### config.mk
export PLATFORM = sky130hd
export DESIGN_NAME = ordered_list_insert_delete_find_core
export DESIGN_NICKNAME = d
export VERILOG_FILES = /design/src/olidf_pkg.sv /design/src/olidf_ram.sv /design/src/ordered_list_insert_delete_find_core.sv
export VERILOG_INCLUDE_DIRS = /design/src /design/src/src
export SDC_FILE = /design/constraint.sdc
export NUM_CORES = 1
export LEC_CHECK = 0
export BUFFER_PORTS_ARGS = -buffer_cell sky130_fd_sc_hd__buf_2
export CORE_ASPECT_RATIO = 0.75
export CORE_MARGIN = 2
export CORE_UTILIZATION = 45
export CTS_BUF_LIST = sky130_fd_sc_hd__clkbuf_8
export DETAILED_ROUTE_END_ITERATION = 10
export SLEW_MARGIN = 20
export SYNTH_ARGS = -nofsm -noshare
export SYNTH_HDL_FRONTEND = slang
export SYNTH_SLANG_ARGS = --single-unit
### constraint.sdc
create_clock -name clk -period 9.5 [get_ports clk]
set_input_delay 0.475 -clock clk [delete_from_list [all_inputs] [get_ports clk]]
set_output_delay 0.475 -clock clk [all_outputs]
set_load 0.02 [all_outputs]
### src/ordered_list_insert_delete_find_core_assert.svh
// ----------------------------------------------------------------------------
// Assertion macros shared by the ordered list core
// Each macro expands to one labeled concurrent assertion on clk, off in reset.
// ----------------------------------------------------------------------------
`ifndef ORDERED_LIST_INSERT_DELETE_FIND_CORE_ASSERT_SVH
`define ORDERED_LIST_INSERT_DELETE_FIND_CORE_ASSERT_SVH

// Check that a condition holds at every clock edge
`define OLIDF_ALWAYS(lbl, cond, msg) \
    lbl: assert property (@(posedge clk) disable iff (!rst_n) (cond)) \
        else $error(msg);

// Check that a trigger implies a consequence in the same cycle
`define OLIDF_IMPLIES(lbl, trig, cons, msg) \
    lbl: assert property (@(posedge clk) disable iff (!rst_n) (trig) |-> (cons)) \
        else $error(msg);

`endif

### src/olidf_pkg.sv
// ----------------------------------------------------------------------------
// olidf_pkg
// Shared constants for the ordered list core: widths, request and status codes.
// ----------------------------------------------------------------------------
package olidf_pkg;

    // Default number of list entries
    localparam int CAPACITY_DEF = 16;

    // Word and code widths
    localparam int DATA_W = 32;
    localparam int OP_W   = 2;
    localparam int ST_W   = 2;

    // Request codes
    localparam logic [OP_W-1:0] OP_FIND   = 2'd0;
    localparam logic [OP_W-1:0] OP_INSERT = 2'd1;
    localparam logic [OP_W-1:0] OP_DELETE = 2'd2;

    // Status codes
    localparam logic [ST_W-1:0] ST_DONE     = 2'd0;
    localparam logic [ST_W-1:0] ST_FULL     = 2'd1;
    localparam logic [ST_W-1:0] ST_RANGE    = 2'd2;
    localparam logic [ST_W-1:0] ST_NOTFOUND = 2'd3;

endpackage

### src/olidf_ram.sv
// ----------------------------------------------------------------------------
// olidf_ram
// Generic single-write, single-read RAM with a registered read port.
// ----------------------------------------------------------------------------
module olidf_ram
    import olidf_pkg::*;
#(
    parameter int WIDTH = DATA_W,
    parameter int DEPTH = CAPACITY_DEF,
    parameter int AW    = $clog2(DEPTH)
)
(
    input  logic             clk,
    input  logic             we,
    input  logic [AW-1:0]    waddr,
    input  logic [WIDTH-1:0] wdata,
    input  logic [AW-1:0]    raddr,
    output logic [WIDTH-1:0] rdata
);

    logic [WIDTH-1:0] mem_reg [DEPTH];
    logic [WIDTH-1:0] rdata_reg;

    // Write one word and register one read each cycle
    always_ff @(posedge clk)
    begin
        if (we)
        begin
            mem_reg[waddr] <= wdata;
        end
        rdata_reg <= mem_reg[raddr];
    end

    assign rdata = rdata_reg;

endmodule

### src/ordered_list_insert_delete_find_core.sv
// ----------------------------------------------------------------------------
// ordered_list_insert_delete_find_core
// Fixed-capacity positional list of signed words with find, insert, delete.
//
//   channel   ports                               handshake
//   request   operation, value, position          start, taken when !busy
//   result    status, found_index, length         done, one-cycle strobe
//
// Entries live in one RAM; a sequencer walks it one entry per cycle through
// a shared index stepper and one word comparator.
// Refused requests, appends and the unused code finish without a walk.
// done is registered from the last step; busy drops as done rises.
// Reset clears the length, state and result registers; the RAM is never cleared.
// The receiver cannot stall, so results never back up.
// ----------------------------------------------------------------------------
module ordered_list_insert_delete_find_core
    import olidf_pkg::*;
#(
    parameter int CAPACITY = CAPACITY_DEF,
    parameter int IDX_W    = $clog2(CAPACITY),
    parameter int CNT_W    = $clog2(CAPACITY + 1)
)
(
    input  logic                     clk,
    input  logic                     rst_n,
    input  logic                     start,
    output logic                     busy,
    input  logic [OP_W-1:0]          operation,
    input  logic signed [DATA_W-1:0] value,
    input  logic [CNT_W-1:0]         position,
    output logic                     done,
    output logic [ST_W-1:0]          status,
    output logic [IDX_W-1:0]         found_index,
    output logic [CNT_W-1:0]         length
);

`include "ordered_list_insert_delete_find_core_assert.svh"

    localparam logic [CNT_W-1:0] CAP_C = CNT_W'(CAPACITY);

    typedef enum logic [2:0] {
        S_IDLE,
        S_FIND,
        S_UP,
        S_PUT,
        S_DOWN
    } state_t;

    state_t             state_reg, state_next;
    logic [DATA_W-1:0]  value_reg, value_next;
    logic [IDX_W-1:0]   pos_reg, pos_next;
    logic [IDX_W-1:0]   src_reg, src_next;
    logic [IDX_W-1:0]   dst_reg, dst_next;
    logic [CNT_W-1:0]   count_reg, count_next;
    logic               done_reg, done_next;
    logic [ST_W-1:0]    status_reg, status_next;
    logic [IDX_W-1:0]   found_reg, found_next;
    logic [CNT_W-1:0]   length_reg, length_next;

    // Shared index stepper and word comparator
    logic [CNT_W-1:0]   step_in;
    logic               step_dec;
    logic [CNT_W-1:0]   step_out;
    logic               word_match;

    // RAM port signals
    logic               mem_we;
    logic [IDX_W-1:0]   mem_waddr;
    logic [DATA_W-1:0]  mem_wdata;
    logic [IDX_W-1:0]   mem_raddr;
    logic [DATA_W-1:0]  mem_rdata;

    olidf_ram #(
        .WIDTH (DATA_W),
        .DEPTH (CAPACITY),
        .AW    (IDX_W)
    ) u_ram (
        .clk   (clk),
        .we    (mem_we),
        .waddr (mem_waddr),
        .wdata (mem_wdata),
        .raddr (mem_raddr),
        .rdata (mem_rdata)
    );

    // Step an index up or down by one
    assign step_out   = step_dec ? (step_in - CNT_W'(1)) : (step_in + CNT_W'(1));
    assign word_match = (mem_rdata == value_reg);

    // Sequence one request
    always_comb
    begin
        state_next  = state_reg;
        value_next  = value_reg;
        pos_next    = pos_reg;
        src_next    = src_reg;
        dst_next    = dst_reg;
        count_next  = count_reg;
        done_next   = 1'b0;
        status_next = status_reg;
        found_next  = found_reg;
        length_next = length_reg;
        step_in     = {CNT_W{1'b0}};
        step_dec    = 1'b0;
        mem_we      = 1'b0;
        mem_waddr   = dst_reg;
        mem_wdata   = mem_rdata;
        mem_raddr   = src_reg;

        unique case (state_reg)
            S_IDLE:
            begin
                if (start)
                begin
                    value_next  = value;
                    pos_next    = position[IDX_W-1:0];
                    status_next = ST_DONE;
                    found_next  = {IDX_W{1'b0}};
                    length_next = count_reg;
                    unique case (operation)
                        OP_FIND:
                        begin
                            if (count_reg == {CNT_W{1'b0}})
                            begin
                                done_next   = 1'b1;
                                status_next = ST_NOTFOUND;
                            end
                            else
                            begin
                                mem_raddr  = {IDX_W{1'b0}};
                                src_next   = {IDX_W{1'b0}};
                                state_next = S_FIND;
                            end
                        end
                        OP_INSERT:
                        begin
                            step_in  = count_reg;
                            step_dec = 1'b1;
                            priority if (count_reg == CAP_C)
                            begin
                                done_next   = 1'b1;
                                status_next = ST_FULL;
                            end
                            else if (position > count_reg)
                            begin
                                done_next   = 1'b1;
                                status_next = ST_RANGE;
                            end
                            else if (position == count_reg)
                            begin
                                // Append at the end: no entries to move
                                mem_we      = 1'b1;
                                mem_waddr   = position[IDX_W-1:0];
                                mem_wdata   = value;
                                count_next  = count_reg + CNT_W'(1);
                                length_next = count_reg + CNT_W'(1);
                                done_next   = 1'b1;
                            end
                            else
                            begin
                                // Move entries up, starting from the last one
                                mem_raddr  = step_out[IDX_W-1:0];
                                src_next   = step_out[IDX_W-1:0];
                                dst_next   = count_reg[IDX_W-1:0];
                                state_next = S_UP;
                            end
                        end
                        OP_DELETE:
                        begin
                            step_in = position;
                            if (position >= count_reg)
                            begin
                                done_next   = 1'b1;
                                status_next = ST_RANGE;
                            end
                            else if (step_out == count_reg)
                            begin
                                // Drop the last entry: no entries to move
                                count_next  = count_reg - CNT_W'(1);
                                length_next = count_reg - CNT_W'(1);
                                done_next   = 1'b1;
                            end
                            else
                            begin
                                // Move entries down, starting after the hole
                                mem_raddr  = step_out[IDX_W-1:0];
                                src_next   = step_out[IDX_W-1:0];
                                dst_next   = position[IDX_W-1:0];
                                state_next = S_DOWN;
                            end
                        end
                        default:
                        begin
                            done_next = 1'b1;
                        end
                    endcase
                end
            end

            S_FIND:
            begin
                step_in = CNT_W'(src_reg);
                priority if (word_match)
                begin
                    done_next   = 1'b1;
                    status_next = ST_DONE;
                    found_next  = src_reg;
                    state_next  = S_IDLE;
                end
                else if (step_out == count_reg)
                begin
                    done_next   = 1'b1;
                    status_next = ST_NOTFOUND;
                    state_next  = S_IDLE;
                end
                else
                begin
                    mem_raddr = step_out[IDX_W-1:0];
                    src_next  = step_out[IDX_W-1:0];
                end
            end

            S_UP:
            begin
                // Copy the word just read one place up
                mem_we   = 1'b1;
                step_in  = CNT_W'(src_reg);
                step_dec = 1'b1;
                if (src_reg == pos_reg)
                begin
                    state_next = S_PUT;
                end
                else
                begin
                    mem_raddr = step_out[IDX_W-1:0];
                    src_next  = step_out[IDX_W-1:0];
                    dst_next  = src_reg;
                end
            end

            S_PUT:
            begin
                // Store the new word in the opened place
                mem_we      = 1'b1;
                mem_waddr   = pos_reg;
                mem_wdata   = value_reg;
                count_next  = count_reg + CNT_W'(1);
                length_next = count_reg + CNT_W'(1);
                done_next   = 1'b1;
                status_next = ST_DONE;
                state_next  = S_IDLE;
            end

            S_DOWN:
            begin
                // Copy the word just read one place down
                mem_we  = 1'b1;
                step_in = CNT_W'(src_reg);
                if (step_out == count_reg)
                begin
                    count_next  = count_reg - CNT_W'(1);
                    length_next = count_reg - CNT_W'(1);
                    done_next   = 1'b1;
                    status_next = ST_DONE;
                    state_next  = S_IDLE;
                end
                else
                begin
                    mem_raddr = step_out[IDX_W-1:0];
                    src_next  = step_out[IDX_W-1:0];
                    dst_next  = src_reg;
                end
            end

            default:
            begin
                state_next = S_IDLE;
            end
        endcase
    end

    // Hold state, length and the result registers
    always_ff @(posedge clk or negedge rst_n)
    begin
        if (!rst_n)
        begin
            state_reg  <= S_IDLE;
            count_reg  <= {CNT_W{1'b0}};
            done_reg   <= 1'b0;
            value_reg  <= {DATA_W{1'b0}};
            pos_reg    <= {IDX_W{1'b0}};
            src_reg    <= {IDX_W{1'b0}};
            dst_reg    <= {IDX_W{1'b0}};
            status_reg <= ST_DONE;
            found_reg  <= {IDX_W{1'b0}};
            length_reg <= {CNT_W{1'b0}};
        end
        else
        begin
            state_reg  <= state_next;
            count_reg  <= count_next;
            done_reg   <= done_next;
            value_reg  <= value_next;
            pos_reg    <= pos_next;
            src_reg    <= src_next;
            dst_reg    <= dst_next;
            status_reg <= status_next;
            found_reg  <= found_next;
            length_reg <= length_next;
        end
    end

    assign busy        = (state_reg != S_IDLE);
    assign done        = done_reg;
    assign status      = status_reg;
    assign found_index = found_reg;
    assign length      = length_reg;

    // Length never passes the capacity
    `OLIDF_ALWAYS(a_count_cap, count_reg <= CAP_C, "list length above capacity")
    // Leaving a multi-cycle request always posts its result
    `OLIDF_IMPLIES(a_fall_done, $fell(busy), done, "request ended without a result")
    // A search never writes the list
    `OLIDF_IMPLIES(a_find_ro, state_reg == S_FIND, !mem_we, "write during find")
    // Upward move never passes the insert position
    `OLIDF_IMPLIES(a_up_pos, state_reg == S_UP, src_reg >= pos_reg, "shift passed position")
    // Downward move reads only live entries
    `OLIDF_IMPLIES(a_down_live, state_reg == S_DOWN, CNT_W'(src_reg) < count_reg, "bad read")

endmodule

==> flow_summary_export.csv, run 1 <==
group,metric,value,unit
pwr,clockPowerShare,18.3,%
die,placementRows,75,
setup_path,crit_arrival,6.97,ns
timing,slew_viol_final,0,
hold_path,hp-class,"input port to register",
setup_path,cp.required,10.05,ns
pwr,peakVddDrop,643,µV
setup_path,start_kind,"register",
global_routing,grt_overflow,0,
yosys,synth_ff_type,"edfxtp_1",
die,die_y,209,µm
pwr,swShare,40.0,%
setup_path,endpoint_kind,"register",
setup_path,crit_type,"register to register",
clock_tree,insertion_delay,0.69,ns
timing,fin_crit_sh,67.5,%
place,hpwlAfterDp,36000,µm
yosys,synth_edf_count,512,
pwr,internal-power,6.67,mW
die,dieArea,58100,µm²
yosys,synth.area.mux_share,10.6,%
place,dp.cells,2463,
global_routing,grt_max_degree,121,
drt,vias,15385,
pwr,leakage,10.9,nW
yosys,synth_warnings,0,
yosys,synth-adder-area-share,0.822,%
yosys,ys_top_cells_by_area,"edfxtp_1 61%, mux2i_1 10%, dfrtp_1 6.3%, nand2_1 3.3%, dfxtp_1 2.5%",
yosys,async_flop_share,10.5,%
die,ios,55,
clock_tree,clkSinkCount,608,
clock_tree,path_clk_slew,0.06,ns
layout,drive_above_1_share,13.0,%
timing,period_needed,6.41,ns
timing,rsz0062_at_grt,"false",
flow_run,maxCapViolations,0,
drt,drc,0,
yosys,synth_cell_type_count,66,
drt,wirelength,67000,µm
yosys,synth_compound_area_share,8.39,%
pwr,power_frac_comb,45.5,%
clock_tree,h-tree-depth,3,
drt,via_per_inst,5.79,
yosys,postSynthCellCount,1734,
pwr,switchingPower,4.44,mW
clock_tree,clockBufferDepth,3,
pwr,total_power,11.1,mW
timing,max_freq,156,MHz
timing,whs,0.0497,ns
layout,fin_cells,2659,
clock_tree,post-cts-setup-buffers,0,
yosys,synth_xor_area_share,1.70,%
place,postPlaceCellArea,26500,µm²
layout,fin_util,51.1,%
drt,wl_per_cell,25.2,µm
place,globalplace.congestion,0.920,
place,io_buffers,54,
layout,final_area,28500,µm²
clock_tree,tritoncts,"yes",
layout,largest_reg_flops,512,
layout,syn2layout_area_growth,12.7,%
pwr,power_frac_seq,36.2,%
yosys,ys_seq_area_share,69.7,%
layout,final_nets,1907,
yosys,yosysTopAreaCellShare,60.8,%
outcome,status,"finished, final reports clean",
layout,multi_input_area,7320,µm²
global_routing,grt_pass1_vias,14858,
timing,slew-limit-headroom,23.3,%
clock_tree,cts_buffers,92,
layout,final.fill_count,4742,
global_routing,antenna_found_initial,3,
timing,tightest_slew,1.15,ns
clock_tree,cts_root_buf,"clkbuf_8",
die,fp.dieW,278,µm
place,pre_cts_ws,3.19,ns
yosys,syn_avg_cell_area,14.6,µm²
layout,seq_area,17600,µm²
die,start_util,45.3,%
drt,drt-pass1-iter-count,5,
yosys,synth_top_family_by_area,"multiplexers",
yosys,synth_nets,1792,
timing,setup_viol,0,
timing,fin_ws,3.09,ns
yosys,synthSimpleGateAreaFrac,6.80,%
timing,final_hold_viol_count,0,
yosys,synth-seq-cells,608,
timing,tns,0,ns
yosys,syn_area,25300,µm²
drt,drt-initial-drc-count,1549,
drt,postRouteAntennaNets,0,
setup_path,worst-path-max-fanout,50,
timing,clock_skew,0.0225,ns
yosys,yosys.area.top_type,"edfxtp_1",
global_routing,grt_usage,23.1,%
die,core_area,55700,µm²
layout,antennaDiodeCount,0,
global_routing,grt_pass1_wl,98100,µm
pwr,powerDensity,390,nW/µm²
-- cell usage after synthesis (9+ instances only) --
cell / instances
edfxtp_1: 512
nand3_1: 14
o22ai_1: 67
clkbuf_1: 37
xor2_1: 34
inv_1: 27
nand2_1: 221
mux2i_1: 261
a22oi_1: 40
nor2_1: 50
o21ai_0: 36
xnor2_1: 15
o22a_1: 33
ha_1: 15
buf_2: 47
dfrtp_1: 64
a21oi_1: 28
nor4_1: 9
nor3_1: 10
dfxtp_1: 32
o221ai_1: 34
or3_1: 42
-- what timing repair did --
item | 4_1_cts | 5_1_grt
gates resized for setup | 0 | 0
hold buffers | 23 | 0
endpoints found under the hold margin | 86 | 0
-- power by group through the flow --
stage	Combinational, mW	Sequential [mW]	Clock (mW)
final	5.06	4.02	2.03
after CTS	5.03	4.01	2.07
after global routing	5.46	4.06	2.18
after floorplan	3.65	3.99	0
after global placement	4.95	4.05	0
after detailed placement	5.02	4.07	0
-- worst paths after layout --
check / start / to / slack (ns) / cells after the start
worst max-delay path: state_reg[1]$_DFFE_PN0P_ / u_ram.rdata[9]$_DFF_P_ / 3.09 / 16
worst min-delay path: value[8] / value_reg[8]$_DFFE_PN0P_ / 0.05 / 3
worst max register to register: state_reg[1]$_DFFE_PN0P_ / u_ram.rdata[9]$_DFF_P_ / 3.09 / 16
worst min register to register: length[1]$_DFFE_PN0P_ / length[1]$_DFFE_PN0P_ / 0.47 / 1
max in group asynchronous: rst_n / value_reg[21]$_DFFE_PN0P_ / 8.30 / 2
min in group asynchronous: rst_n / done$_DFF_PN0_ / 0.52 / 2
-- per-layer routing --
metal  track usage (%)  vias up  part of all wire, %  routed length [µm]
li1                  -     6920                    -                   -
met1              34.7     7751                   46               31100
met2              33.8      596                   43               29000
met3              5.14      112                  8.2                5490
met4              6.73        6                  2.1                1390
met5                 0        -                0.061                  41
-- critical path: stages (launching register included) --
cell and delay, ns:
dfrtp_1 0.56, or4b_4 0.97, or3_1 0.50, nand2_1 0.13, inv_1 0.12, fa_1 0.47, xor2_1 0.31, nor2_1 0.07
nor3_1 0.31, nand4_1 0.26, o31ai_1 0.45, o2bb2ai_4 0.31, buf_4 0.78, mux2i_1 0.28, o22a_1 0.15, o221ai_1 0.19
or3_1 0.38
-- cell families after synthesis --
family | Yosys count
adder cells (fa/ha/maj) | 16
AO/OA/AOI/OAI | 297
flip-flops | 608
AND/OR/NAND/NOR | 381
XOR/XNOR | 49
multiplexers | 266
buffers and inverters | 117
-- placed cells by master, fill, tap and decap left out, types with 10 or more instances in the layout --
cell type      instances
inv_1                 60
xnor2_1               15
ha_1                  15
xor2_1                34
o22ai_1               67
o21ai_0               36
nor2_1                32
or3_1                 40
dfxtp_1               32
clkbuf_8             105
nor3_1                10
a21oi_1               28
a22oi_1               40
dlygate4sd3_1         23
mux2i_1              261
edfxtp_1             512
clkinv_1              18
o22a_1                33
nand3_1               14
nor2_4                18
dfrtp_1               64
buf_4                 33
nand2_1              219
o221ai_1              34
buf_2                 53
-- area by class of cell --
cell class                 count  area share [%]
clock buffer                 105            5.07
clock inverter                68            1.11
inverter                      28           0.369
multi-input combinational   1009            25.7
sequential                   608            61.8
tap                          731            3.21
timing repair buffer         110            2.68
No activity file was read; power rests on OpenSTA's default activity.
==> run 2, diff against run 1 <==
--- a/config.mk
+++ b/config.mk
@@ -6,6 +6,7 @@
 export SDC_FILE = /design/constraint.sdc
 export NUM_CORES = 1
 export LEC_CHECK = 0
+export ABC_AREA = 1
 export BUFFER_PORTS_ARGS = -buffer_cell sky130_fd_sc_hd__buf_2
 export CORE_ASPECT_RATIO = 0.75
 export CORE_MARGIN = 2
==> constraint.sdc (replaced) <==
create_clock -name clk -period 6.46 [get_ports clk]
set_input_delay 0.323 -clock clk [delete_from_list [all_inputs] [get_ports clk]]
set_output_delay 0.323 -clock clk [all_outputs]
set_load 0.02 [all_outputs]
==> run 2 against run 1 <==
  * Clock skew up 0.021 ns
  * Fmax up 24%
  * Flip-flop and latch count unchanged
==> flow_summary_export.csv, run 2 <==
group,metric,value,unit
timing,setup_viol,0,
clock_tree,clkSinkCount,608,
clock_tree,cts_hold_buf,37,
global_routing,grt_pass1_wl,123000,µm
setup_path,crit_type,"register to register",
drt,drt-pass1-iter-count,5,
yosys,synth_most_common_cell,"nand2_1",
die,dieArea,64600,µm²
global_routing,grt_usage,25.2,%
drt,postRouteAntennaNets,0,
place,globalplace.congestion,0.944,
setup_path,rrSetupSlack,1.30,ns
setup_path,reg2reg_to,"u_ram.rdata[24]$_DFF_P_",
layout,fin_util,51.1,%
clock_tree,clockBufferDepth,3,
yosys,synth_warnings,0,
global_routing,antenna_found_initial,0,
place,io_buffers,54,
drt,wl_per_cell,20.9,µm
timing,max_freq,194,MHz
setup_path,worst-path-max-fanout,18,
setup_path,crit_path_end,"u_ram.rdata[24]$_DFF_P_",
layout,syn2layout_area_growth,12.5,%
outcome,status,"finished, final reports clean",
setup_path,crit_arrival,5.75,ns
global_routing,grt_pass1_vias,20044,
layout,layout_common_cells,"735 x nand2_1, 616 x nand3_1, 512 x edfxtp_1",
die,core_area,62000,µm²
die,die_y,221,µm
setup_path,r2r_start,"state_reg[1]$_DFFE_PN0P_",
timing,fin_crit_sh,79.9,%
setup_path,cp.required,7.05,ns
yosys,synth_ff_type,"edfxtp_1",
layout,final_nets,3030,
yosys,yosysTopAreaCellShare,54.6,%
layout,drive_above_1_share,9.33,%
hold_path,hp-class,"input port to asynchronous set/reset pin",
clock_tree,tritoncts,"yes",
timing,final_hold_viol_count,0,
timing,slew-limit-headroom,27.7,%
clock_tree,path_clk_slew,0.06,ns
yosys,yosys.area.top_type,"edfxtp_1",
timing,slew_viol_final,0,
die,ios,55,
yosys,syn_area,28100,µm²
timing,period_needed,5.16,ns
timing,clock_skew,0.0434,ns
setup_path,crit_start,"state_reg[1]$_DFFE_PN0P_",
clock_tree,cts_root_buf,"clkbuf_8",
setup_path,reg2regPathDepth,23,
global_routing,grt_overflow,0,
yosys,ys_top_cells_by_area,"edfxtp_1 55%, nand3_1 11%, nand2_1 9.8%, dfrtp_1 5.7%, inv_1 5.4%",
drt,vias,21013,
layout,mostFrequentLayoutCell,"nand2_1",
clock_tree,insertion_delay,0.71,ns
global_routing,grt_max_degree,181,
yosys,synth-seq-cells,608,
clock_tree,h-tree-depth,3,
layout,largest_reg_flops,512,
clock_tree,cts_buffers,98,
drt,via_per_inst,5.44,
timing,rsz0062_at_grt,"false",
die,fp.dieW,293,µm
timing,tightest_slew,1.08,ns
yosys,ys_seq_area_share,62.6,%
setup_path,endpoint_kind,"register",
yosys,postSynthCellCount,2892,
die,start_util,45.4,%
drt,drt-initial-drc-count,2238,
yosys,async_flop_share,10.5,%
flow_run,maxCapViolations,0,
place,hpwlAfterDp,44500,µm
setup_path,start_kind,"register",
clock_tree,cts_resized,0,
yosys,synth_cell_type_count,46,
drt,drc,0,
yosys,syn_avg_cell_area,9.73,µm²
clock_tree,post-cts-setup-buffers,0,
drt,wirelength,80800,µm
yosys,synth_nets,2950,
yosys,synth_edf_count,512,
layout,antennaDiodeCount,0,
timing,tns,0,ns
yosys,netlist_top_cells_count,"736 x nand2_1, 617 x nand3_1, 512 x edfxtp_1, 404 x inv_1, 117 x buf_2",
die,placementRows,79,
==> run 2: changes by cell type after synthesis, sizes merged, moves of 47 or more <==
cell | previous run | this run
o22ai | 67 | 20
buf | 52 | 131
nand3 | 14 | 621
inv | 28 | 414
nand2 | 221 | 741
mux2i | 261 | 1
==> run 2: metal layers <==
metal / GRT usage [%] / up-vias / share of wire [%]
met1: 37.5 / 10102 / 46
met3: 4.42 / 127 / 8.3
li1: - / 9882 / -
met2: 37.9 / 902 / 44
met5: 0 / - / 0
met4: 7.40 / 0 / 1.9
==> run 2: stage by stage <==
step / worst slack [ns] / hold WS [ns] / cell area [µm²] / cells
detailed placement: 1.03 / 0.479 / 29400 / 3645
global placement: 1.07 / 0.464 / 29400 / 3645
floorplan: 2.26 / 0.0274 / 28100 / 2892
finish: 1.30 / 0.217 / 31700 / 3864
global route: 1.04 / 0.243 / 31700 / 3864
CTS: 1.40 / 0.223 / 31600 / 3864
==> run 2: layout make-up <==
class | instances | area (µm²)
multi-input cells | 1707 | 8430
repair buffers | 141 | 1210
inverters | 416 | 1560
clock buffers | 103 | 1420
fillers | 5684 | 30300
well taps | 810 | 1010
clock inverters | 79 | 415
flip-flops and latches | 608 | 17600
==> run 2: worst min path at each step <==
stage                     slack [ns]                   from  cells after the start                       end
after detailed placement        0.48  status[1]$_DFFE_PN0P_                      1     status[1]$_DFFE_PN0P_
final                           0.22                  rst_n                      2     length[2]$_DFFE_PN0P_
after floorplan                 0.03                  rst_n                      0  count_reg[0]$_DFFE_PN0P_
after global routing            0.24                  rst_n                      2     length[2]$_DFFE_PN0P_
after CTS                       0.22                  start                      4    pos_reg[2]$_DFFE_PN0P_
after global placement          0.46  status[1]$_DFFE_PN0P_                      1     status[1]$_DFFE_PN0P_
==> run 2: kinds of logic (layout without fill, tap and decap cells) <==
group | after synthesis | count (layout) | share of synthesized area, %
simple gates | 1479 | 1479 | 23.3
flops | 608 | 608 | 62.6
buf+inv | 577 | 739 | 8.37
compound gates | 186 | 186 | 4.17
xor+xnor | 24 | 24 | 0.747
fa+ha+maj | 16 | 16 | 0.738
mux | 2 | 2 | 0.0756
==> run 2: worst max-delay path: stages (launching register included) <==
cell and delay (ns):
dfrtp_1 0.43, nor2_4 0.20, nand3_2 0.07, buf_4 0.22, nor2_4 0.14, inv_1 0.05
o22ai_1 0.21, inv_1 0.10, fa_1 0.42, xor2_1 0.35, inv_1 0.21, nand2_1 0.10
a21oi_1 0.07, o21ai_1 0.08, nor2_1 0.09, nand3_4 0.24, inv_2 0.11, nand2_2 0.12
nand4_1 0.10, a22oi_1 0.27, nand3_2 0.71, buf_4 0.52, nand3_1 0.16, nand2_1 0.07
Power of run 2 is not shown: default switching activity piles up to over one toggle a cycle in this logic, so the estimate is an artifact.
==> run 3, diff against run 2 <==
==> constraint.sdc (replaced) <==
create_clock -name clk -period 5.3 [get_ports clk]
set_input_delay 0.265 -clock clk [delete_from_list [all_inputs] [get_ports clk]]
set_output_delay 0.265 -clock clk [all_outputs]
set_load 0.02 [all_outputs]
==> run 3 against run 2 <==
  * First-iteration DRC count fell by 1.8%
  * Fmax increased by 5.7%
  * Critical path depth shrank 7
  * Core utilization increased by 0.78 points
  * Critical path type unchanged
  * Highest routed layer unchanged
==> flow_summary_export.csv, run 3 (same netlist as run 2, synthesis figures left out) <==
group,metric,value,unit
clock_tree,cts_root_buf,"clkbuf_8",
layout,drive_above_1_share,10.4,%
setup_path,crit_type,"register to register",
setup_path,r2r_start,"count_reg[0]$_DFFE_PN0P_",
setup_path,reg2reg_to,"u_ram.mem_reg[0][31]$_DFFE_PP_",
global_routing,grt_usage,25.6,%
layout,mostFrequentLayoutCell,"nand2_1",
clock_tree,clockBufferDepth,3,
clock_tree,tritoncts,"yes",
clock_tree,h-tree-depth,3,
clock_tree,post-cts-setup-buffers,0,
die,start_util,45.4,%
drt,vias,21163,
drt,dr.max_layer_used,"met4",
setup_path,worst-path-max-fanout,33,
hold_path,hp-class,"input port to asynchronous set/reset pin",
layout,layout_common_cells,"735 x nand2_1, 616 x nand3_1, 512 x edfxtp_1",
timing,slew_viol_final,0,
layout,final_nets,3057,
setup_path,cp.required,5.68,ns
drt,wl_per_cell,21.1,µm
timing,tns,0,ns
die,placementRows,79,
global_routing,grt_max_degree,135,
timing,period_needed,4.88,ns
global_routing,grt_pass1_vias,19851,
global_routing,grt_pass1_wl,124000,µm
die,ios,55,
timing,rsz0062_at_grt,"false",
clock_tree,clkSinkCount,608,
timing,max_freq,205,MHz
setup_path,endpoint_kind,"register",
place,globalplace.congestion,0.926,
timing,setup_viol,0,
global_routing,antenna_found_initial,0,
setup_path,start_kind,"register",
drt,postRouteAntennaNets,0,
outcome,status,"finished, final reports clean",
flow_run,maxCapViolations,0,
place,io_buffers,54,
global_routing,grt_overflow,0,
timing,fin_crit_sh,92.1,%
drt,wirelength,82300,µm
timing,slew-limit-headroom,25.6,%
drt,via_per_inst,5.43,
drt,drc,0,
setup_path,crit_arrival,5.26,ns
layout,syn2layout_area_growth,14.3,%
timing,tightest_slew,1.11,ns
layout,largest_reg_flops,512,
drt,route.met3.wl,6710,µm
die,core_area,62000,µm²
timing,clock_skew,0.0595,ns
setup_path,rrSetupSlack,0.42,ns
place,hpwlAfterDp,45300,µm
clock_tree,insertion_delay,0.74,ns
drt,drt-initial-drc-count,2198,
drt,drt-pass1-iter-count,6,
clock_tree,path_clk_slew,0.07,ns
timing,final_hold_viol_count,0,
setup_path,reg2regPathDepth,16,
drt,dr_wl_met2,36200,µm
clock_tree,cts_buffers,97,
die,fp.dieW,293,µm
drt,met1Wirelength,37000,µm
die,dieArea,64600,µm²
die,die_y,221,µm
[run 3: worst max-delay path by stage]
stage / from / to / slack, ns
after floorplan: count_reg[1]$_DFFE_PN0P_ / u_ram.mem_reg[12][0]$_DFFE_PP_ / 1.10
after global placement: count_reg[0]$_DFFE_PN0P_ / u_ram.mem_reg[4][31]$_DFFE_PP_ / 0.42
after detailed placement: operation[1] / u_ram.rdata[6]$_DFF_P_ / 0.48
after CTS: count_reg[0]$_DFFE_PN0P_ / u_ram.mem_reg[0][6]$_DFFE_PP_ / 0.48
after global routing: count_reg[0]$_DFFE_PN0P_ / u_ram.mem_reg[0][30]$_DFFE_PP_ / 0.19
final: count_reg[0]$_DFFE_PN0P_ / u_ram.mem_reg[0][31]$_DFFE_PP_ / 0.42
[run 3: per-stage QoR]
stage | hold slack [ns] | utilization, % | cell area [µm²] | setup WS (ns) | instances
after floorplan | -0.0306 | - | 28100 | 1.10 | 2892
after global placement | 0.165 | 48.0 | 29700 | 0.417 | 3670
after detailed placement | 0.171 | 48.0 | 29800 | 0.480 | 3672
after CTS | 0.135 | 51.7 | 32100 | 0.476 | 3892
after global routing | 0.160 | 51.9 | 32100 | 0.189 | 3892
final | 0.187 | 51.9 | 32100 | 0.421 | 3894
[run 3: worst max-delay path, stage by stage, from the launching register on]
cell and delay, ns:
dfrtp_1 0.49, inv_2 0.28, ha_1 0.24, nand3_1 0.12
inv_1 0.10, nand2_1 0.09, inv_1 0.08, nor2_1 0.04
inv_1 0.09, nor2_1 0.10, inv_1 0.14, nor2_4 0.06
buf_4 0.33, a221oi_1 0.69, nand2_1 0.31, nor2_4 0.88
buf_4 0.46
[run 3: what timing repair did]
item | in CTS | in global routing
hold endpoints to repair | 53 | 0
hold buffers | 38 | 0
gates resized for setup | 0 | 0
[run 3: cell type report]
type / count / area, µm²
repair buffers: 169 / 1600
well taps: 810 / 1010
multi-input cells: 1707 / 8440
diodes: 2 / 5.00
flip-flops and latches: 608 / 17600
clock inverters: 76 / 454
fillers: 5527 / 29800
inverters: 416 / 1560
clock buffers: 106 / 1460
[run 3: layer usage]
metal	GRT usage, %	up-vias
li1	-	9939
met1	37.4	10112
met2	38.7	938
met3	4.80	174
met4	8.43	0
met5	0	-
Power of run 3 is left out for the same reason.
